**config.mk**
```make
export PLATFORM = sky130hd
export DESIGN_NAME = fp_extended_format_convert_core
export DESIGN_NICKNAME = d
export VERILOG_FILES = /design/src/fecv_pkg.sv /design/src/fp_extended_format_convert_core.sv
export SDC_FILE = /design/constraint.sdc
export NUM_CORES = 1
export LEC_CHECK = 0
export ABC_AREA = 1
export BUFFER_PORTS_ARGS = -buffer_cell sky130_fd_sc_hd__buf_2
export CORE_AREA = 2 2 184 186
export CTS_CLUSTER_DIAMETER = 50
export DETAILED_ROUTE_END_ITERATION = 10
export DIE_AREA = 0 0 186 188
export GPL_ROUTABILITY_DRIVEN = 0
export PLACE_DENSITY = 0.62
export SYNTH_ARGS = -nofsm -noshare
export SYNTH_HDL_FRONTEND = slang
export SYNTH_SLANG_ARGS = --single-unit
```
**constraint.sdc**
```tcl
create_clock -name clk -period 7.2 [get_ports clk]
set_input_delay 0.72 -clock clk [delete_from_list [all_inputs] [get_ports clk]]
set_output_delay 0.72 -clock clk [all_outputs]
set_load 0.02 [all_outputs]
```
**src/fecv_pkg.sv**
```systemverilog
// package for the extended-format converter: item types, codes, constants, classify
package fecv_pkg;

  // extended format constants
  localparam int EXT_BIAS = 16383;
  localparam int SGL_BIAS = 127;
  localparam int DBL_BIAS = 1023;
  localparam int SGL_EXP_W = 8;
  localparam int SGL_FRAC_W = 23;
  localparam int DBL_EXP_W = 11;
  localparam int DBL_FRAC_W = 52;

  localparam logic [14:0] EXT_EXP_MAX = 15'h7FFF;
  localparam logic [SGL_EXP_W-1:0] SGL_EXP_MAX = '1;
  localparam logic [DBL_EXP_W-1:0] DBL_EXP_MAX = '1;

  // offset between source and extended biased exponents
  localparam logic [14:0] SGL_REBIAS = 15'(EXT_BIAS - SGL_BIAS);
  localparam logic [14:0] DBL_REBIAS = 15'(EXT_BIAS - DBL_BIAS);
  // extended exponent of a source denormal (1 - bias, rebiased)
  localparam logic [14:0] SGL_DEN_EXP = 15'(EXT_BIAS - SGL_BIAS + 1);
  localparam logic [14:0] DBL_DEN_EXP = 15'(EXT_BIAS - DBL_BIAS + 1);
  // smallest extended exponent that overflows the target
  localparam logic [14:0] SGL_OVF_EXP = 15'(EXT_BIAS - SGL_BIAS + (1 << SGL_EXP_W) - 1);
  localparam logic [14:0] DBL_OVF_EXP = 15'(EXT_BIAS - DBL_BIAS + (1 << DBL_EXP_W) - 1);

  // conversion direction
  localparam logic [1:0] ACT_SGL_TO_EXT = 2'd0;
  localparam logic [1:0] ACT_DBL_TO_EXT = 2'd1;
  localparam logic [1:0] ACT_EXT_TO_SGL = 2'd2;
  localparam logic [1:0] ACT_EXT_TO_DBL = 2'd3;

  // operand class codes
  localparam logic [2:0] CLS_ZERO = 3'd0;
  localparam logic [2:0] CLS_INF = 3'd1;
  localparam logic [2:0] CLS_NAN = 3'd2;
  localparam logic [2:0] CLS_NORM = 3'd3;
  localparam logic [2:0] CLS_DENORM = 3'd4;

  typedef struct packed {
    logic [1:0] action;
    logic [63:0] ieee_bits;
    logic ext_sign;
    logic [14:0] ext_exponent;
    logic [63:0] ext_mantissa;
  } op_t;

  typedef struct packed {
    logic res_sign;
    logic [14:0] res_exponent;
    logic [63:0] res_mantissa;
    logic [63:0] res_ieee_bits;
    logic [2:0] value_class;
    logic signalling_nan;
  } result_t;

  // class of an extended operand; integer bit ignored at max exponent
  function automatic logic [2:0] classify(logic [14:0] e, logic [63:0] m);
    logic [2:0] c;
    if (e == EXT_EXP_MAX) begin
      c = (m[62:0] == '0) ? CLS_INF : CLS_NAN;
    end else if (m == '0) begin
      c = CLS_ZERO;
    end else begin
      c = m[63] ? CLS_NORM : CLS_DENORM;
    end
    return c;
  endfunction

endpackage

```
**src/fp_extended_format_convert_core.sv**
```systemverilog
// top level of the extended-format converter: input register, convert logic, result register
// an accepted item is held in the input register and moves to the result register once that is free
// throughput: one item per cycle unless the result register stalls, which it does only on result_ready
// the input register refills whenever the result register moves on
// reset: rst (synchronous) clears both valid flags; payload registers are not reset
module fp_extended_format_convert_core (
  input  logic            clk,
  input  logic            rst,
  input  logic            op_valid,
  output logic            op_ready,
  input  fecv_pkg::op_t   op,
  output logic            result_valid,
  input  logic            result_ready,
  output fecv_pkg::result_t result
);
  import fecv_pkg::*;

  op_t     op_hold;
  logic    op_hold_valid;
  result_t result_next;
  logic    res_free;

  // pipeline handshake
  assign res_free = !result_valid || result_ready;
  assign op_ready = !op_hold_valid || res_free;

  // conversion logic
  always_comb begin
    logic [14:0] cexp;
    logic [63:0] cman;
    logic [2:0]  cls;
    logic [7:0]  s_be;
    logic [22:0] s_frac;
    logic [10:0] d_be;
    logic [51:0] d_frac;
    logic [22:0] n_sfrac;
    logic [51:0] n_dfrac;
    logic [14:0] s_re;
    logic [14:0] d_re;
    logic [31:0] n_sgl;
    logic [63:0] n_dbl;

    result_next = '0;
    s_be = op_hold.ieee_bits[30:23];
    s_frac = op_hold.ieee_bits[22:0];
    d_be = op_hold.ieee_bits[62:52];
    d_frac = op_hold.ieee_bits[51:0];
    cexp = op_hold.ext_exponent;
    cman = op_hold.ext_mantissa;
    n_sfrac = op_hold.ext_mantissa[62:40];
    n_dfrac = op_hold.ext_mantissa[62:11];
    s_re = op_hold.ext_exponent - SGL_REBIAS;
    d_re = op_hold.ext_exponent - DBL_REBIAS;
    n_sgl = '0;
    n_dbl = '0;

    unique case (op_hold.action)
      ACT_SGL_TO_EXT: begin
        result_next.res_sign = op_hold.ieee_bits[31];
        if (s_be == SGL_EXP_MAX) begin
          result_next.res_exponent = EXT_EXP_MAX;
          result_next.res_mantissa = {1'b1, s_frac, 40'd0};
        end else if (s_be == '0) begin
          if (s_frac != '0) begin
            result_next.res_exponent = SGL_DEN_EXP;
            result_next.res_mantissa = {1'b0, s_frac, 40'd0};
          end
        end else begin
          result_next.res_exponent = {7'd0, s_be} + SGL_REBIAS;
          result_next.res_mantissa = {1'b1, s_frac, 40'd0};
        end
        cexp = result_next.res_exponent;
        cman = result_next.res_mantissa;
      end
      ACT_DBL_TO_EXT: begin
        result_next.res_sign = op_hold.ieee_bits[63];
        if (d_be == DBL_EXP_MAX) begin
          result_next.res_exponent = EXT_EXP_MAX;
          result_next.res_mantissa = {1'b1, d_frac, 11'd0};
        end else if (d_be == '0) begin
          if (d_frac != '0) begin
            result_next.res_exponent = DBL_DEN_EXP;
            result_next.res_mantissa = {1'b0, d_frac, 11'd0};
          end
        end else begin
          result_next.res_exponent = {4'd0, d_be} + DBL_REBIAS;
          result_next.res_mantissa = {1'b1, d_frac, 11'd0};
        end
        cexp = result_next.res_exponent;
        cman = result_next.res_mantissa;
      end
      ACT_EXT_TO_SGL: begin
        n_sgl = {op_hold.ext_sign, 31'd0};
        case (classify(cexp, cman))
          CLS_ZERO: n_sgl = {op_hold.ext_sign, 31'd0};
          CLS_INF:  n_sgl = {op_hold.ext_sign, SGL_EXP_MAX, 23'd0};
          CLS_NAN:  n_sgl = {op_hold.ext_sign, SGL_EXP_MAX, 1'b1, n_sfrac[21:0]};
          default: begin
            // truncate; flush below range, saturate to infinity above
            if (op_hold.ext_exponent <= SGL_REBIAS) begin
              n_sgl = {op_hold.ext_sign, 31'd0};
            end else if (op_hold.ext_exponent >= SGL_OVF_EXP) begin
              n_sgl = {op_hold.ext_sign, SGL_EXP_MAX, 23'd0};
            end else begin
              n_sgl = {op_hold.ext_sign, s_re[7:0], n_sfrac};
            end
          end
        endcase
        result_next.res_ieee_bits = {32'd0, n_sgl};
      end
      ACT_EXT_TO_DBL: begin
        n_dbl = {op_hold.ext_sign, 63'd0};
        case (classify(cexp, cman))
          CLS_ZERO: n_dbl = {op_hold.ext_sign, 63'd0};
          CLS_INF:  n_dbl = {op_hold.ext_sign, DBL_EXP_MAX, 52'd0};
          CLS_NAN:  n_dbl = {op_hold.ext_sign, DBL_EXP_MAX, 1'b1, n_dfrac[50:0]};
          default: begin
            if (op_hold.ext_exponent <= DBL_REBIAS) begin
              n_dbl = {op_hold.ext_sign, 63'd0};
            end else if (op_hold.ext_exponent >= DBL_OVF_EXP) begin
              n_dbl = {op_hold.ext_sign, DBL_EXP_MAX, 52'd0};
            end else begin
              n_dbl = {op_hold.ext_sign, d_re[10:0], n_dfrac};
            end
          end
        endcase
        result_next.res_ieee_bits = n_dbl;
      end
      default: begin
        result_next = '0;
      end
    endcase

    // class and signalling flag of the extended operand
    cls = classify(cexp, cman);
    result_next.value_class = cls;
    result_next.signalling_nan = (cls == CLS_NAN) && !cman[62];
  end

  // valid flags
  always_ff @(posedge clk) begin
    if (rst) begin
      op_hold_valid <= 1'b0;
      result_valid <= 1'b0;
    end else begin
      if (op_ready) begin
        op_hold_valid <= op_valid;
      end
      if (res_free) begin
        result_valid <= op_hold_valid;
      end
    end
  end

  // payload registers
  always_ff @(posedge clk) begin
    if (op_valid && op_ready) begin
      op_hold <= op;
    end
    if (res_free && op_hold_valid) begin
      result <= result_next;
    end
  end

  // an accepted item always lands in the input register
  a_accept_fills: assert property (@(posedge clk) disable iff (rst)
    op_valid && op_ready |=> op_hold_valid)
    else $error("accepted item not held");

  // a held item moves to the result register when it is free
  a_hold_advances: assert property (@(posedge clk) disable iff (rst)
    op_hold_valid && res_free |=> result_valid)
    else $error("held item lost");

  // signalling flag only on a NaN
  a_snan_is_nan: assert property (@(posedge clk) disable iff (rst)
    result_valid && result.signalling_nan |-> result.value_class == CLS_NAN)
    else $error("signalling flag on non-NaN");

  // widened and narrowed fields never both carry data
  a_one_direction: assert property (@(posedge clk) disable iff (rst)
    result_valid && (result.res_ieee_bits != '0) |->
      !result.res_sign && (result.res_exponent == '0) && (result.res_mantissa == '0))
    else $error("both result directions populated");

endmodule
```
# Yosys cells after proc, flatten, opt, wreduce, memory -nomap -nowiden

Index checks and enable logic that the tools add are counted.

Register bits after elaboration: 296
Input port bits: 150
Output and inout bits: 150

$add $sub $neg: 4
Order comparisons: 4
Equal/unequal tests: 12
Multiplexer cells: 26
Reductions and logical operators: 19

Operator list:

| cell                                                                     | number |
|---|---|
| 79-bit 2-to-1 mux                                                        | 4 |
| 64-bit case mux with 2 select lines                                      | 2 |
| 63-bit case mux with 3 select lines                                      | 1 |
| 80-bit case mux with 2 select lines                                      | 1 |
| 78-bit 2-to-1 mux                                                        | 2 |
| 64-bit logical NOT                                                       | 2 |
| 63-bit logical NOT                                                       | 2 |
| 63-bit 2-to-1 mux                                                        | 2 |
| 31-bit case mux with 3 select lines                                      | 1 |
| 31-bit 2-to-1 mux                                                        | 2 |
| 52-bit nonzero test                                                      | 1 |
| 15-bit == test (second input constant)                                   | 2 |
| 15-bit greater-or-equal comparator (second input constant)               | 2 |
| 15-bit by 14-bit <= comparator with 1-bit output (second input constant) | 2 |
| 15-bit case mux with 2 select lines                                      | 1 |
| 3-bit 2-to-1 mux                                                         | 8 |
| 23-bit nonzero test                                                      | 1 |
| 11-bit by 14-bit adder with 15-bit output (second input constant)        | 1 |
| 8-bit by 14-bit adder with 15-bit output (second input constant)         | 1 |
| 11-bit == test (second input constant)                                   | 1 |
| 11-bit logical NOT                                                       | 1 |
| 11-bit subtractor (second input constant)                                | 1 |
| 3-bit by 2-bit == test with 1-bit output (second input constant)         | 3 |
| 8-bit == test (second input constant)                                    | 1 |
| 11 further kinds                                                         | 20 |

# Longest topological paths before layout

Gate-level depths: netlist of run 1.

Depth after elaboration: 10
Depth in mapped cells: 17
Depth with buffers taken out: 15

# Least setup slack after synthesis of run 1

Ideal clock, no wire load.

Path type: input to register
Start: input result_ready
End: register result[0] (netlist bit), enable pin
Setup time: 0.672 ns
Data arrival time: 7.205 ns
Path slack: -0.677 ns
Stages: 2
Buffers on the path: 0
Cell sequence: inv_1 a21oi_1

Word-level cells in the longest chain between the ends: 2

Ends and longest elaborated chain:

| element              | line                                   | RTL |
|---|---|---|
| start, declared      | fp_extended_format_convert_core.sv:13  | `input logic result_ready,` |
| 1-bit logical OR     | fp_extended_format_convert_core.sv:24  | `assign res_free = !result_valid \|\| result_ready;` |
| 1-bit logical AND    | fp_extended_format_convert_core.sv:160 | `if (res_free && op_hold_valid) begin` |
| end signal, assigned | fp_extended_format_convert_core.sv:161 | `result <= result_next;` |
| end, declared        | fp_extended_format_convert_core.sv:14  | `output fecv_pkg::result_t result` |

No other way between the ends.
A chain may end at the register's enable or synchronous reset.

==> results.md, run 1 <==
- During placement, the flow inserted port buffers numbering 288.
- The global routing usage summed across all routing layers is 21.3%.
- The area enclosed by the die boundary is 35000 sq um.
- The async set-reset flop share out of synthesis is 0%.
- On the final layout, the worst clock skew is 0.0187 ns.
- Setup repair after global routing left no endpoint under its margin.
- The count of fill cells added during filler insertion is 3054.
- The number of antenna violations at the first check in global routing is 6.
- The aggregate global routing overflow is 0.
- The first detailed-routing pass took 5 iterations.
- After synthesis the cells add up to 12400 sq um.
- The initial utilization of the core area, before any placement, comes to 37.5%.
- The sequential-to-total area share from yosys stat is 68.0%.
- The leakage power of the design is 6.74 nW.
- The clock-pin slew of the registers on the worst-case setup and hold paths is 0.06 ns.
- Relative to the synthesized area, the layout overhead comes to 24.6%.
- The maximum level of the CTS H-tree is 2.
- The total DRC errors in the routed layout is 0.
- The via count of the first global-routing pass was 9212.
- The cell taking the most area after synthesis is sky130_fd_sc_hd__edfxtp_1.
- The worst hold path terminates at op_hold[113]$_DFFE_PP_.
- The DRC marker count from the first detailed-route iteration is 922.
- The register-to-register setup slack is 3.87 ns.
- STA puts the critical path data arrival time at 3.60 ns.
- In the synthesized netlist, the cells that appear most often are 280 x sky130_fd_sc_hd__edfxtp_1, 245 x sky130_fd_sc_hd__nand2_1, 131 x sky130_fd_sc_hd__inv_1.
- The count of final hold-check violations is 0.
- The most used flip-flop cell after synthesis is sky130_fd_sc_hd__edfxtp_1.
- The flow ran to the end, and the final reports show no timing, DRC or antenna violations.
- The beginning of the worst register-to-register path is op_hold[145]$_DFFE_PP_.
- Setup violations remaining at the end of the flow were counted as 0.
- The first-pass GRT wire length is 55.2 mm.
- The cell chosen for the clock root is sky130_fd_sc_hd__clkbuf_16.
- Subtracting the final worst setup slack from the clock period gives 3.33 ns.
- Data on the critical path is required at its endpoint by 7.47 ns.
- The detailed-placement wirelength estimate is 27.6 mm.
- The launch instance of the worst min-delay path is op[113].
- The kind of start point of the critical path is a register.
- The timing-limited maximum frequency is 300 MHz.
- The critical path in this run is classified as reg -> reg.
- Yosys mapped a number of flops with a built-in enable equal to 280.
- Total power for the finished layout comes to 4.18 mW.
- The initialized floorplan defines 67 standard-cell rows.
- Summing over every cut layer, the via total after detailed routing is 9704.
- The worst hold slack after final layout is 0.374 ns.
- The maximum number of pins on one net before global-route repair is 78.
- The final critical path takes up 46.3% of the cycle.
- Synthesis handed over a netlist of 1161 instances.
- In this run the vertical extent of the chip is 188 microns.
- The area used by sequential logic in the layout is 8450 sq um.
- Counting flops and latches in the post-synthesis netlist gives 282.
- Yosys printed 0 warnings.
- The clock tree from TritonCTS is done.
- The final core area utilization is 46.8%.
- By area the synthesized netlist is led by sky130_fd_sc_hd__edfxtp_1 68%, sky130_fd_sc_hd__nand2_1 7.4%, sky130_fd_sc_hd__nand3_1 4.4%.
- The die is 186 microns wide.
- In the final timing run, aggregate negative setup slack is 0 ns.
- After detailed routing, the number of vias per cell comes to 5.04.
- Summed over all layers, the routed wires come to 38.1 mm.
- The capturing element type of the critical path is a register.
- The sink count of the clock tree is 282.
- The most common cell in the synthesized netlist is sky130_fd_sc_hd__edfxtp_1.
- The max-cap violation count is 0.
- For this run, the post-layout net count is 1595.
- The setup fix buffers added after clock tree synthesis is 0.
- Power spread over the standard cell area amounts to 270 nW/um^2.
- In this run the worst path has a maximum fanout of 69.
- The worst register-to-register path ends at result[2]$_DFFE_PP_.
- Measured against its own limit, the worst slew margin works out to 16.2%.
- The number of CTS-inserted buffers is 37.
- Summing all multi-input logic gate instances after layout gives 3190 sq um.
- During I/O placement, the number of pins put on the boundary was 300.
- The routed length per placed instance is 19.8 microns.
- The path depth of the worst reg2reg path is 16.
- The area fraction of the dominant cell type after synthesis is 67.6%.
- The number of nets still failing antenna checks after routing is 0.
- VDD sags by at most 0.000152 V.
- Along the worst hold path, the cell count comes to 1.
- The synthesized area per cell is 10.7 sq um.
- The measured slew at the worst slew-check pin is 1.26 ns.
- After clock tree synthesis, the flow added hold-fix buffers numbering 0.
- The unique cell type count in the Yosys netlist is 42.
- The maximum count of clock buffers along a single path is 3.
- The type of the tightest min-delay check is in -> reg.
- The clock reaches the later pin of the worst-skew pair after 0.52 ns.
- The number of cells upsized or downsized after cts is 0.
- The core outline area is 33100 sq um.
- The max-slew violation total from the final report is 0.
- The ratio of cells with drive above 1 in the final layout is 25.9%.
-- worst max path at each step --
stage	startpoint	endpoint	slack [ns]	cells after the start
floorplan	result_ready	result[0]$_DFFE_PP_	2.07	2
global placement	op_hold[145]$_DFFE_PP_	result[2]$_DFFE_PP_	3.89	16
detailed placement	op_hold[145]$_DFFE_PP_	result[2]$_DFFE_PP_	3.90	16
finish	op_hold[145]$_DFFE_PP_	result[2]$_DFFE_PP_	3.87	16
CTS	op_hold[145]$_DFFE_PP_	result[2]$_DFFE_PP_	3.90	16
global route	op_hold[145]$_DFFE_PP_	result[2]$_DFFE_PP_	3.49	16
-- cell families (layout without fill, tap and decap cells) --
group	count (synthesis)	count (layout)	share of synthesized area, %
and+or+nand+nor	531	531	18.2
AOI/OAI and AO/OA	151	151	6.97
DFF	282	282	68.0
other	1	16	0.0302
buffers and inverters	196	498	6.82
-- state kept, by name, summed over array words and instances (netlist names) --
name,flops
op_hold,146
result_valid,1
result,134
op_hold_valid,1
-- per-stage QoR --
stage | std cells | setup WS, ns | area (sq um)
after floorplan | 1171 | 2.07 | 12500
after global placement | 1854 | 3.89 | 14200
after detailed placement | 1854 | 3.90 | 14200
after CTS | 1921 | 3.90 | 15500
after global routing | 1924 | 3.49 | 15500
final | 1926 | 3.87 | 15500
-- report_power, final --
group / internal, mW / switching [mW]
sequential: 1.91 / 0.0582
clock: 1.15 / 0.724
combinational: 0.102 / 0.236
total: 3.16 / 1.02
-- worst max-delay path: stages, from the launching register on --
cell and delay (ns):
sky130_fd_sc_hd__edfxtp_1 0.32, sky130_fd_sc_hd__buf_4 0.40, sky130_fd_sc_hd__inv_4 0.21, sky130_fd_sc_hd__nand2_4 0.61, sky130_fd_sc_hd__inv_2 0.35, sky130_fd_sc_hd__nand2_1 0.13, sky130_fd_sc_hd__o21ai_1 0.08, sky130_fd_sc_hd__a21oi_1 0.16
sky130_fd_sc_hd__nand2_1 0.07, sky130_fd_sc_hd__nor2_1 0.09, sky130_fd_sc_hd__nand2_1 0.06, sky130_fd_sc_hd__nor2_2 0.18, sky130_fd_sc_hd__nand2_1 0.09, sky130_fd_sc_hd__nor2_2 0.10, sky130_fd_sc_hd__nand3_1 0.08, sky130_fd_sc_hd__nand2_1 0.07
sky130_fd_sc_hd__inv_1 0.03
-- per-layer routing --
layer,routed length [microns],vias up,GRT usage [%]
li1,-,4565,-
met5,14,-,0
met2,18500,483,35.2
met1,15800,4585,28.5
met4,863,2,6.45
met3,2870,69,3.79
-- placed cells by master (no fill, tap or decap), drive strengths merged, types with 11 or more instances in the layout --
| cell | synthesis | final |
|---|---|---|
| inv | 135 | 143 |
| buf | 44 | 296 |
| a21oi | 30 | 30 |
| conb | 1 | 11 |
| nand3 | 111 | 111 |
| nor2 | 132 | 132 |
| nand2 | 250 | 250 |
| edfxtp | 280 | 280 |
| o21ai | 71 | 71 |
| o22ai | 36 | 36 |
| clkbuf | 17 | 42 |
| nand4 | 17 | 17 |
-- final cells by class --
cell class                 count  share of cell area [%]
tap                          448                    3.62
antenna                        5                  0.0808
inverter                     135                    3.32
sequential                   282                    54.5
multi-input combinational    693                    20.6
clock inverter                25                    1.79
timing repair buffer         296                    9.69
clock buffer                  42                    6.37
Power figures use the tool's default switching activity.
==> run 2, diff against run 1 <==
Settings changed: ABC_AREA 1 to 0, CORE_AREA 2 2 184 186 to 2 2 173 175, DIE_AREA 0 0 186 188 to 0 0 175 177, PLACE_DENSITY 0.62 to 0.63.
Clock period 7.2 ns to 2.84 ns, I/O delays scaled along.
==> run 2 against run 1 <==
Worst hold slack worse by 0.24 ns; flip-flop and latch count stayed put; sequential power grew to 2.5 times the previous value; critical path depth is 9 lower; largest power group unchanged; total power grew to 2.6 times the previous value; register-to-register slack worse by 3.8 ns; first-iteration DRC count is 40% lower; core utilization is 7.5 points higher; via count is 22% lower; clock skew is 0.0012 ns higher; worst setup slack worse by 3.8 ns.
==> results.md, run 2 <==
- The maximum number of pins on one net before global-route repair is 71 (-9.0%).
- The critical path data arrival time was 3.02 ns (-0.58 ns).
- The headroom to the max-slew limit is 59.2% (+43 points).
- The sink count of the clock tree is 282 (unchanged).
- The timing-limited maximum frequency is 360 MHz (+20%).
- The max-cap violation count is 0 (unchanged).
- The power per cell area came to 674 nW/um^2 (+150%).
- The number of antenna violations at the first check in global routing was 0 (-6).
- In this run the critical register-to-register path is captured at result[22]$_DFFE_PP_.
- The first-pass GRT wire length is 45.2 mm (-18%).
- The most common cell after layout, fill and taps aside is sky130_fd_sc_hd__buf_2.
- The tree is rooted in a sky130_fd_sc_hd__clkbuf_16.
- The total vias in the final route is 7604 (-22%).
- The relative contribution of sequential cells to total power came to 46.8% (-0.3 points).
- The net switching component of the power is 2.42 mW (+140%).
- The switching power share of the total was 22.7% (-1.7 points).
- The slowest stage cell on the critical path is sky130_fd_sc_hd__or4_4.
- The run finished with clean final reports.
- The time the worst path needs with I/O delays and setup is 2.78 ns (-0.557 ns).
- The count of final hold-check violations was 0 (unchanged).
- The cell area after layout is 15900 sq um (+2.4%).
- The leakage power of the design came to 6.16 nW (-8.6%).
- The via count of the first global-routing pass is 7707 (-16%).
- The clock-pin slew of the registers on the worst-case setup and hold paths is 0.06 ns (about the same).
- The top cell types in the final layout, fill and taps aside, are 288 x sky130_fd_sc_hd__buf_2, 280 x sky130_fd_sc_hd__edfxtp_1, 148 x sky130_fd_sc_hd__dlygate4sd3_1.
- The highest net fanout along the worst path is 16 (-77%).
- The number of buffers added on ports is 288 (unchanged).
- The internal power is 8.27 mW (+160%).
- The sequential-to-total area share from yosys stat came to 77.2% (+9.2 points).
- The synthesized area per cell is 16.6 sq um (+55%).
- The standard cell area after detailed placement was 13000 sq um (-8.4%).
- After synthesis, the cell types taking the most area are sky130_fd_sc_hd__edfxtp_1 77%, sky130_fd_sc_hd__o2bb2ai_2 2.6%, sky130_fd_sc_hd__mux2i_1 2.0%.
- The capturing element type of the critical path is a register.
- The total I/O pin count is 300 (unchanged).
- The worst setup skew after layout came to 0.0199 ns (+0.00117 ns).
- The antenna diode instance count is 0 (-5).
- The global routing usage on met2 is 32.1% (-3.1 points).
- Traced cell by cell, the critical path runs through nor4_2, nand4_1, or4_4, a211o_1, or3b_4, buf_12, o2bb2ai_2.
- The routed length per placed instance is 19.9 microns (+0.87%).
- The path depth of the worst reg2reg path came to 7 (-9).
- The largest registers in the layout are op_hold (146), result (134).
- The async set-reset flop share out of synthesis was 0% (unchanged).
- The DRC marker count from the first detailed-route iteration is 556 (-40%).
- The length of the first detailed-routing pass in iterations came to 5 (unchanged).
- Among cell families on the critical path, the largest total delay comes from simple AND/OR/NAND/NOR gates.
- The total placed cells including tap cells came to 1339 (-28%).
- The area enclosed by the die boundary came to 31000 sq um (-11%).
- The register-to-register setup slack is 0.06 ns (-3.80 ns).
- The buffering stage count on the worst path with inverters included is 1 (-3).
- The max-slew violation total from the final report is 0 (unchanged).
- The starting density of the core came to 37.4% (-0.11 points).
- The met3 routing resource usage after global routing was 3.35% (-0.44 points).
- The area fraction of the dominant cell type after synthesis came to 76.8% (+9.2 points).
- The synthesized cell area came to 10900 sq um (-12%).
- The total DRC errors in the routed layout is 0 (unchanged).
- The synthesized netlist cell count was 659 (-43%).
- The synthesized design spends more area on one cell type than any other, namely sky130_fd_sc_hd__edfxtp_1.
- The ratio of cells with drive above 1 in the final layout is 36.9% (+11 points).
- In this run the critical register-to-register path is launched from op_hold[44]$_DFFE_PP_.
- The count of fill cells added during filler insertion is 2384 (-22%).
- The maximum count of clock buffers along a single path is 3 (unchanged).
- The most used flip-flop cell after synthesis is sky130_fd_sc_hd__edfxtp_1.
- The power share of the clock group was 44.8% (about the same).
- The detailed-placement wirelength estimate is 20.7 mm (-25%).
- The average vias per placed instance was 4.89 (-2.9%).
- The core outline area is 29200 sq um (-12%).
- The type of the tightest min-delay check is in -> reg.
- For hold timing, the worst endpoint is result_valid$_SDFFE_PP0P_.
- The commonest cells after synthesis are 280 x sky130_fd_sc_hd__edfxtp_1, 56 x sky130_fd_sc_hd__nor2_1, 34 x sky130_fd_sc_hd__and2_1.
- The worst-skew pair later-pin latency is 0.51 ns (about the same).
- The data required time at the worst endpoint came to 3.09 ns (-4.38 ns).
- TritonCTS built the clock tree.
- The count of flip-flops with a built-in enable after synthesis came to 280 (unchanged).
- The global routing usage summed across all routing layers is 19.3% (-2.0 points).
- The most numerous cell in the Yosys netlist is sky130_fd_sc_hd__edfxtp_1.
- In this run the most used layer during global routing was met2.
- The combinational group share of total power is 8.4% (+0.3 points).
- STA classifies the critical path startpoint as a register.
- More flip-flops sit in one register than any other, and that register is op_hold.
- The final cell count without fillers is 1554 (-19%).
- The count of state elements after synthesis was 282 (unchanged).
- The ratio of final minimum period to clock period is 97.7% (+51 points).
- The worst hold slack after final layout is 0.132 ns (-0.243 ns).
- The launch instance of the worst min-delay path is result_ready.
- The biggest cell delay along the critical path came to 0.60 ns (about the same).
- The maximum level of the CTS H-tree is 2 (unchanged).
- The count of yosys warnings during synthesis is 0 (unchanged).
- The kind of critical path is reg -> reg.
- The chip height is 177 microns (-5.9%).
- The row count was 63 (-6.0%).
- The unique cell type count in the Yosys netlist is 51 (+21%).
- The final setup violation count is 0 (unchanged).
- The net total in the final layout is 1288 (-19%).
- The horizontal die dimension is 175 microns (-5.9%).
- The setup TNS came to 0 ns (unchanged).
- The number of flip-flops under the largest register name is 146 (unchanged).
- The measured slew at the worst slew-check pin is 0.611 ns (-0.644 ns).
- Compared with the post-synthesis result, the final layout area differs by 44.9%.
- The number of CTS-inserted buffers is 38 (+2.7%).
- The met1 track demand over resource in global routing is 25.6% (-2.9 points).
- The hold path depth was 4 (+3).
- The routed wire length came to 31.0 mm (-19%).
- The number of nets still failing antenna checks after routing is 0 (unchanged).
- The aggregate global routing overflow is 0 (unchanged).
- The maximum ir drop on the vdd rail was 0.000471 V (+210%).
run 2: per-stage QoR:
stage	setup slack (ns)	total power, mW	utilization [%]
global route	-0.0703	11.0	54.3
finish	0.0650	10.7	54.3
CTS	0.00757	10.8	54.0
floorplan	-0.0517	5.44	-
global placement	0.0442	5.79	44.5
detailed placement	0.0231	5.80	44.5
run 2: power by group through the flow:
stage,clock network [mW],registers [mW],logic [mW]
after global routing,5.04,5.02,0.962
final,4.79,5.00,0.901
after global placement,0,5.07,0.724
after floorplan,0,5.16,0.283
after detailed placement,0,5.07,0.731
after CTS,4.87,4.99,0.895
run 2: area by class of cell:
cell class | count | area (sq um) | share of cell area [%]
Inverter | 4 | 15.0 | 0.0946
Sequential cell | 282 | 8450 | 53.3
Tap cell | 390 | 488 | 3.08
Multi-Input combinational cell | 342 | 2370 | 14.9
Clock buffer | 46 | 1040 | 6.59
Timing Repair Buffer | 470 | 3270 | 20.6
Clock inverter | 20 | 235 | 1.48
run 2: what timing repair did:
action,in CTS,in global routing
endpoints found under the hold margin,148,0
setup buffers,0,1
hold buffers,148,0
resized for setup,0,13
setup endpoints to repair,0,43
run 2: kinds of logic (layout without fill, tap and decap cells):
kind of cell,Yosys count,in the layout,share of synthesized area (%)
simple gates,212,212,10.4
other cells,1,11,0.0343
flops,282,282,77.2
mux,23,23,2.11
compound gates,96,96,7.86
buf+inv,45,540,2.47
run 2: worst min-delay path: cells and delay by family:
kind                   cells  cell delay, ns
buffers and inverters      1            0.10
AND/OR/NAND/NOR            3            0.21
run 2: per-layer routing:
layer | vias up | part of all wire, %
li1 | 3517 | -
met5 | - | 0
met3 | 69 | 5.4
met1 | 3714 | 42
met2 | 304 | 49
met4 | 0 | 3.2
run 2: worst max path at each step:
stage | start | to | depth (start not counted)
floorplan | result_valid$_SDFFE_PP0P_ | result[0]$_DFFE_PP_ | 2
global placement | op_hold[44]$_DFFE_PP_ | result[22]$_DFFE_PP_ | 7
detailed placement | op_hold[44]$_DFFE_PP_ | result[22]$_DFFE_PP_ | 7
CTS | op_hold[44]$_DFFE_PP_ | result[22]$_DFFE_PP_ | 7
global route | op_hold[44]$_DFFE_PP_ | result[25]$_DFFE_PP_ | 7
finish | op_hold[44]$_DFFE_PP_ | result[22]$_DFFE_PP_ | 7
